`src/rbb_pkg.sv`:
```
`timescale 1ns / 1ps
package rbb_pkg;

    // Packed pixel: alpha in the top byte, then blue, green, red.
    typedef logic [31:0] t_pix;

    // Width of the sums and the reciprocal scaling of the mean divider.
    localparam int SUM_W   = 12;
    localparam int RECIP_K = 18;
    localparam int RECIP_W = RECIP_K + 1;

    // Comparison widths for column and row limits.
    localparam int XW = 14;
    localparam int YW = 17;

    // Register indexes of the configuration port.
    localparam logic REG_WIDTH  = 1'b0;
    localparam logic REG_HEIGHT = 1'b1;

    // Request to the mean unit: which window cells count, and the passed fields.
    typedef struct packed {
        logic [8:0] mask;
        logic [7:0] alpha;
        logic       last;
    } t_mean_req;

    // One finished result.
    typedef struct packed {
        logic [7:0] red;
        logic [7:0] green;
        logic [7:0] blue;
        logic [7:0] alpha;
        logic       last;
    } t_mean_res;

    // Rounded-up reciprocal of the cell count, scaled by 2**RECIP_K.
    function automatic logic [RECIP_W-1:0] f_recip(input logic [3:0] n);
        logic [RECIP_W-1:0] m;
        case (n)
            4'd2:    m = RECIP_W'(131072);
            4'd3:    m = RECIP_W'(87382);
            4'd4:    m = RECIP_W'(65536);
            4'd5:    m = RECIP_W'(52429);
            4'd6:    m = RECIP_W'(43691);
            4'd7:    m = RECIP_W'(37450);
            4'd8:    m = RECIP_W'(32768);
            4'd9:    m = RECIP_W'(29128);
            default: m = RECIP_W'(262144);
        endcase
        return m;
    endfunction

endpackage

```
`src/rbb_mean.sv`:
```
`timescale 1ns / 1ps
module rbb_mean (
    input  logic                 i_clk,
    input  logic                 i_rst_n,
    input  logic                 i_start,
    input  rbb_pkg::t_mean_req   i_req,
    input  rbb_pkg::t_pix        i_win [9],
    output logic                 o_done,
    output rbb_pkg::t_mean_res   o_res
);
    import rbb_pkg::*;

    logic [SUM_W-1:0]       n_sum [3];
    logic [3:0]             n_cnt;
    logic [SUM_W-1:0]       r_sum [3];
    logic [RECIP_W-1:0]     r_recip;
    logic [7:0]             r_alpha;
    logic                   r_last;
    logic                   r_stage;
    logic [SUM_W+RECIP_W-1:0] prod [3];

    // Sum the selected window cells per color and count them.
    always_comb begin
        n_sum = '{default: '0};
        n_cnt = '0;
        for (int i = 0; i < 9; i++) begin
            if (i_req.mask[i]) begin
                n_sum[0] = n_sum[0] + SUM_W'(i_win[i][7:0]);
                n_sum[1] = n_sum[1] + SUM_W'(i_win[i][15:8]);
                n_sum[2] = n_sum[2] + SUM_W'(i_win[i][23:16]);
                n_cnt    = n_cnt + 4'd1;
            end
        end
    end

    // Divide by the count through its scaled reciprocal.
    always_comb begin
        for (int k = 0; k < 3; k++) begin
            prod[k] = (SUM_W+RECIP_W)'(r_sum[k]) * (SUM_W+RECIP_W)'(r_recip);
        end
    end

    always_ff @(posedge i_clk) begin
        if (!i_rst_n) begin
            r_stage <= 1'b0;
            o_done  <= 1'b0;
        end else begin
            r_stage <= i_start;
            o_done  <= r_stage;
        end
        if (i_start) begin
            r_sum   <= n_sum;
            r_recip <= f_recip(n_cnt);
            r_alpha <= i_req.alpha;
            r_last  <= i_req.last;
        end
        if (r_stage) begin
            o_res.red   <= prod[0][RECIP_K+7:RECIP_K];
            o_res.green <= prod[1][RECIP_K+7:RECIP_K];
            o_res.blue  <= prod[2][RECIP_K+7:RECIP_K];
            o_res.alpha <= r_alpha;
            o_res.last  <= r_last;
        end
    end

endmodule

```
`config.mk`:
```
export PLATFORM = sky130hd
export DESIGN_NAME = rbb_mean
export DESIGN_NICKNAME = d
export VERILOG_FILES = /design/src/rbb_pkg.sv /design/src/rbb_mean.sv
export SDC_FILE = /design/constraint.sdc
export NUM_CORES = 2
export LEC_CHECK = 0
export BUFFER_PORTS_ARGS = -buffer_cell sky130_fd_sc_hd__buf_2
export CORE_MARGIN = 2
export CORE_UTILIZATION = 45
export DETAILED_ROUTE_END_ITERATION = 6
export SYNTH_ARGS = -nofsm -noshare
export SYNTH_HDL_FRONTEND = slang
export SYNTH_SLANG_ARGS = --single-unit
export TNS_END_PERCENT = 20
```
`constraint.sdc`:
```
create_clock -name i_clk -period 13 [get_ports i_clk]
set_input_delay 1.95 -clock i_clk [delete_from_list [all_inputs] [get_ports i_clk]]
set_output_delay 1.95 -clock i_clk [all_outputs]
set_load 0.005 [all_outputs]
```
### Yosys cells after proc, flatten, opt, wreduce, memory -nomap -nowiden

Memory sizes are Yosys's and may differ from the RTL's. A register that Yosys moved wholly into a read port is not among the register bits.
Cells that the tools add are included.

* bits in writable memories: 0
* latch bits: 0
* memories: 1
* memory bits (read-only): 304
* output and inout port bits: 34
* flip-flop bits (word level): 80

Memory list
* (no name shown): words 16, bits a word 19, rd ports 1, clocked after Yosys merged registers in 1, write ports 0, RTL line rbb_pkg.sv:39 `case (n)`

* multiplexer cells: 18
* equality and inequality tests: 0
* divide/modulo/power cells: 0
* add/sub/neg operators: 32
* $mul: 3
* reductions and logical operators: 0
* bitwise operators: 0
* shift operators: 0
* magnitude comparators: 0

Operator list (number)
* 12-bit by 8-bit adder with 12-bit output: 24
* 36-bit 2-to-1 mux: 8
* 12-bit by 19-bit multiplier with 26-bit output: 3
* 4-bit by 1-bit adder with 4-bit output (second input constant): 8
* 32-bit 2-to-1 mux: 1
* 4-bit 2-to-1 mux: 8
* 1-bit 2-to-1 mux: 1

### Logic depth before layout (Yosys ltp)

* word-level depth: 17
* mapped depth: 52
* mapped depth without buffers: 50

### Worst setup path before layout

OpenSTA, ideal clock, no wires.

* kind: input-to-reg
* from: input port i_req[9] (netlist bit)
* to: register r_sum[10] (netlist bit) (data pin)
* path buffers: 2
* arrival time: 10.194 ns
* slack: 2.547 ns
* cell stages on the path: 42
* library setup time: 0.259 ns
* cells stage by stage: clkbuf_1 > clkbuf_1 > nand2_1 > fa_1 > xnor2_1 > mux2_2 > ha_1 > xor2_1 > mux2_2 > ha_1 > a21oi_1 > nand2b_1 > nand2b_1 > a21oi_1 > xnor2_1 > mux2_2 > ha_1 > xor2_1 > (+6 left out) > ha_1 > or2_2 > o31a_1 > a21oi_1 > xnor2_1 > and2_1 > or2_2 > ha_1 > o21a_1 > o21ai_0 > o31a_1 > ha_1 > o21a_1 > o21ai_0 > nor2b_1 > maj3_1 > a21oi_1 > xnor2_1

RTL lines
* start: declaration: RTL line rbb_mean.sv:6 `input rbb_pkg::t_mean_req i_req,`
* end signal: assignment: RTL line rbb_mean.sv:52 `r_sum <= n_sum;`
* end: declaration: RTL line rbb_mean.sv:15 `logic [SUM_W-1:0] r_sum [3];`

==> parameters.txt <==
Parameter                              Value

Logic synthesis
  Share of synthesized area occupied by flip-flops and latches ... a little under a tenth
  Number of nets produced by synthesis ... about 4800
  Post-synthesis instance area ... 31850 µm²
  Most frequently used cell type in the post-synthesis netlist ... sky130_fd_sc_hd__inv_1
  Gate count after technology mapping ... about 3700
  #FFs+latches synth ... slightly below 100
  Post-synthesis area per instance ... 8.696 µm²
  Area contributors post-synth ... sky130_fd_sc_hd__fa_1 (32%), sky130_fd_sc_hd__ha_1 (13%), sky130_fd_sc_hd__edfxtp_1 (9.0%), sky130_fd_sc_hd__inv_1 (7.4%), sky130_fd_sc_hd__nand2_1 (6.0%)
  Yosys cell types ... 77
  Asr flop ratio synth ... 0%
  Area share of the largest cell type after synthesis ... around a third
  Yosys top cell by area ... sky130_fd_sc_hd__fa_1
  Yosys warning total ... 0
  Most used standard cells in the synthesized netlist ... sky130_fd_sc_hd__inv_1 (625), sky130_fd_sc_hd__fa_1 (507), sky130_fd_sc_hd__nand2_1 (507)
  Post-synth top flop ... sky130_fd_sc_hd__edfxtp_1
  EDFF count, synth ... 95

Global routing
  Maximum number of pins on one net before global-route repair ... 64
  First-pass GRT wire length ... approximately 140 mm
  Initial antenna violation count ... 39
  Global-route total usage across every layer ... between 20% and 30%
  GR Overflow Total ... 0
  Via count of the first global-routing pass ... about 26000

Drt
  Via count ... between 20000 and 25000
  Post-detailed-route via-to-cell ratio ... 5.161
  Post-DR wirelength/cell ... roughly 17 µm
  Final WL ... 83.13 mm
  Router iterations before antenna repair ... 5
  Count of routing violations after the opening detailed-route iteration ... ~1100
  Number of remaining DRC errors ... 0
  Post-route ant nets ... 0

Worst setup path
  Critical Path Start Type ... input pin
  Worst Reg-to-Reg Cells ... 19
  Slowest stage cell on the critical path ... sky130_fd_sc_hd__fa_1
  Kind of critical path ... input pin to flop
  Worst Path Arrival ... between 10 and 15 ns
  CP most frequent cell ... sky130_fd_sc_hd__ha_1
  Critical path required time ... 13.14 ns
  Startpoint of the lowest-slack register-to-register path ... r_recip[10]$_SDFFCE_PN0P_
  Reg-to-reg endpoint ... o_res[15]$_DFFE_PP_
  Kind of end point of the critical path ... flop
  Worst Path Max Fanout ... 26
  Worst setup slack for register-to-register paths ... slightly below 6 ns
  Max incr delay on CP ... roughly 0.43 ns

Finish
  Ratio of cells with drive above 1 in the final layout ... between 10% and 20%
  Count of filler cells inserted in the layout ... 6974
  Area Growth Syn to Fin ... 7.740%
  Final net count ... about 5000

Min path
  Worst hold-check path type ... flop to flop
  Worst hold stages ... 0
  Hold Startpoint ... r_alpha[3]$_DFFE_PP_
  Destination of the worst hold path ... o_res[4]$_DFFE_PP_

Timing
  Headroom to the max-slew limit ... 25.21%
  Achievable Freq ... about 89 MHz
  Final hold vios ... 0
  Fraction of the cycle the final worst path needs ... between 80% and 90%
  Worst Max-Slew Pin Slew ... between 1 and 1.5 ns
  Clock period minus final worst setup slack ... around 11 ns
  Number of max-slew violations in the final report ... 0
  Final setup violation count ... 0
  Setup_tns ... 0 ns
  Unrepaired setup endpoints after global routing ... false
  Clock skew after layout ... approximately 0.014 ns

Floorplanning
  Overall die height ... approximately 270 µm
  Row cnt ... 97
  Placeable core region ... roughly 70000 µm²
  Top-level I/O count ... between 300 and 400
  Initial cell density of the core ... between 40% and 50%
  Area of the die ... roughly 73000 µm²
  Horiz. Die Dim ... ~270 µm

Clock network
  Number of setup buffers added after CTS ... 0
  Root Driver ... sky130_fd_sc_hd__clkbuf_16
  Worst skew pair latency ... 0.40 ns
  Clock input transition at the sequential cells of the worst setup and hold paths ... roughly 0.090 ns
  H-tree Lvls ... 3
  Number of buffers added by the clock tree synthesis step ... 9
  CTS tree ... done
  TritonCTS Sinks ... just under 100
  Hold buffers post-CTS ... 0
  Maximum buffer depth of the clock tree ... 2
  Number of resized instances in the post-cts repair step ... 0

Placed design
  Detail Placement HPWL ... 66.88 mm
  Final weighted congestion in routability-driven placement ... approximately 0.9
  Port bufs ... 270

Status
  Run status ... finished, final reports clean

Flow run
  Max_cap viols ... 0
cells by family after synthesis:
group	count (synthesis)	synth area share, %
and+or+nand+nor	1027	14.83
AOI/OAI and AO/OA	583	11.72
buffers and inverters	788	9.300
xor gates and xnor gates	208	5.992
adders and majority gates	847	45.21
DFF	97	9.084
muxes	112	3.858
registers in the layout, indices dropped and copies added, names as in the netlist:
register and cells:
r_sum 36, o_res 33, r_recip 17, r_alpha 8, o_done 1, r_last 1, r_stage 1
how the worst max path moves through the flow:
stage / from / end / slack, ns
floorplan: i_req[9] / r_sum[10]$_DFFE_PP_ / 2.55
CTS: i_req[9] / r_sum[10]$_DFFE_PP_ / 1.82
global route: i_req[9] / r_sum[10]$_DFFE_PP_ / 0.99
detailed placement: i_req[9] / r_sum[10]$_DFFE_PP_ / 1.43
global placement: i_req[9] / r_sum[10]$_DFFE_PP_ / 1.51
finish: i_req[9] / r_sum[10]$_DFFE_PP_ / 1.80
through the flow:
step	setup WS [ns]	cells	util, %	hold slack (ns)	area [µm²]
final	1.803	4769	49.00	0.4261	34310
after global routing	0.9859	4766	48.98	0.4306	34300
after CTS	1.818	4755	48.95	0.4272	34280
after detailed placement	1.433	4739	48.51	0.4045	33970
after global placement	1.506	4739	48.51	0.4014	33970
after floorplan	2.547	3662	-	0.4003	31850
worst max-delay path, delay by kind of cell:
kind / cells / cell delay, ns
AOI/OAI and AO/OA: 24 / 3.86
buffers and inverters: 2 / 0.40
xor gates and xnor gates: 1 / 0.09
muxes: 3 / 0.89
and+or+nand+nor: 6 / 0.86
adders and majority gates: 10 / 3.26
cell usage in the layout, fill, tap and decap left out, drive strengths merged, types with 30 or more instances in the layout:
| master | synthesis | routed |
|---|---|---|
| a21o | 61 | 61 |
| a21oi | 156 | 156 |
| and2 | 192 | 192 |
| buf | 9 | 296 |
| edfxtp | 95 | 95 |
| fa | 507 | 507 |
| ha | 337 | 337 |
| inv | 629 | 632 |
| mux2 | 86 | 86 |
| nand2 | 507 | 507 |
| nor2 | 159 | 159 |
| nor2b | 46 | 46 |
| nor3 | 30 | 30 |
| o21a | 67 | 67 |
| o21ai | 148 | 148 |
| xnor2 | 151 | 151 |
| xor2 | 56 | 56 |
area by class of cell:
| type | count | area, µm² | share of cell area, % |
|---|---|---|---|
| multi-input cells | 2777 | 25990 | 75.75 |
| clock buffers | 9 | 225.2 | 0.6564 |
| clock inverters | 7 | 81.33 | 0.2370 |
| well taps | 940 | 1176 | 3.428 |
| repair buffers | 296 | 1546 | 4.507 |
| inverters | 629 | 2361 | 6.881 |
| diodes | 14 | 35.03 | 0.1021 |
| flip-flops and latches | 97 | 2894 | 8.435 |
layer usage:
layer / share of wire (%) / up-vias / wire, µm / global-route usage (%)
li1: - / 11986 / - / -
met1: 43 / 11884 / 35640 / 30.40
met2: 48 / 557 / 39840 / 40.17
met3: 6.2 / 139 / 5176 / 4.890
met4: 2.6 / 46 / 2160 / 6.433
met5: 0.37 / - / 308 / 0
Power is left out: the tool's default activity adds up to more than one toggle a clock period on the data nets, which glitch-free logic cannot reach.
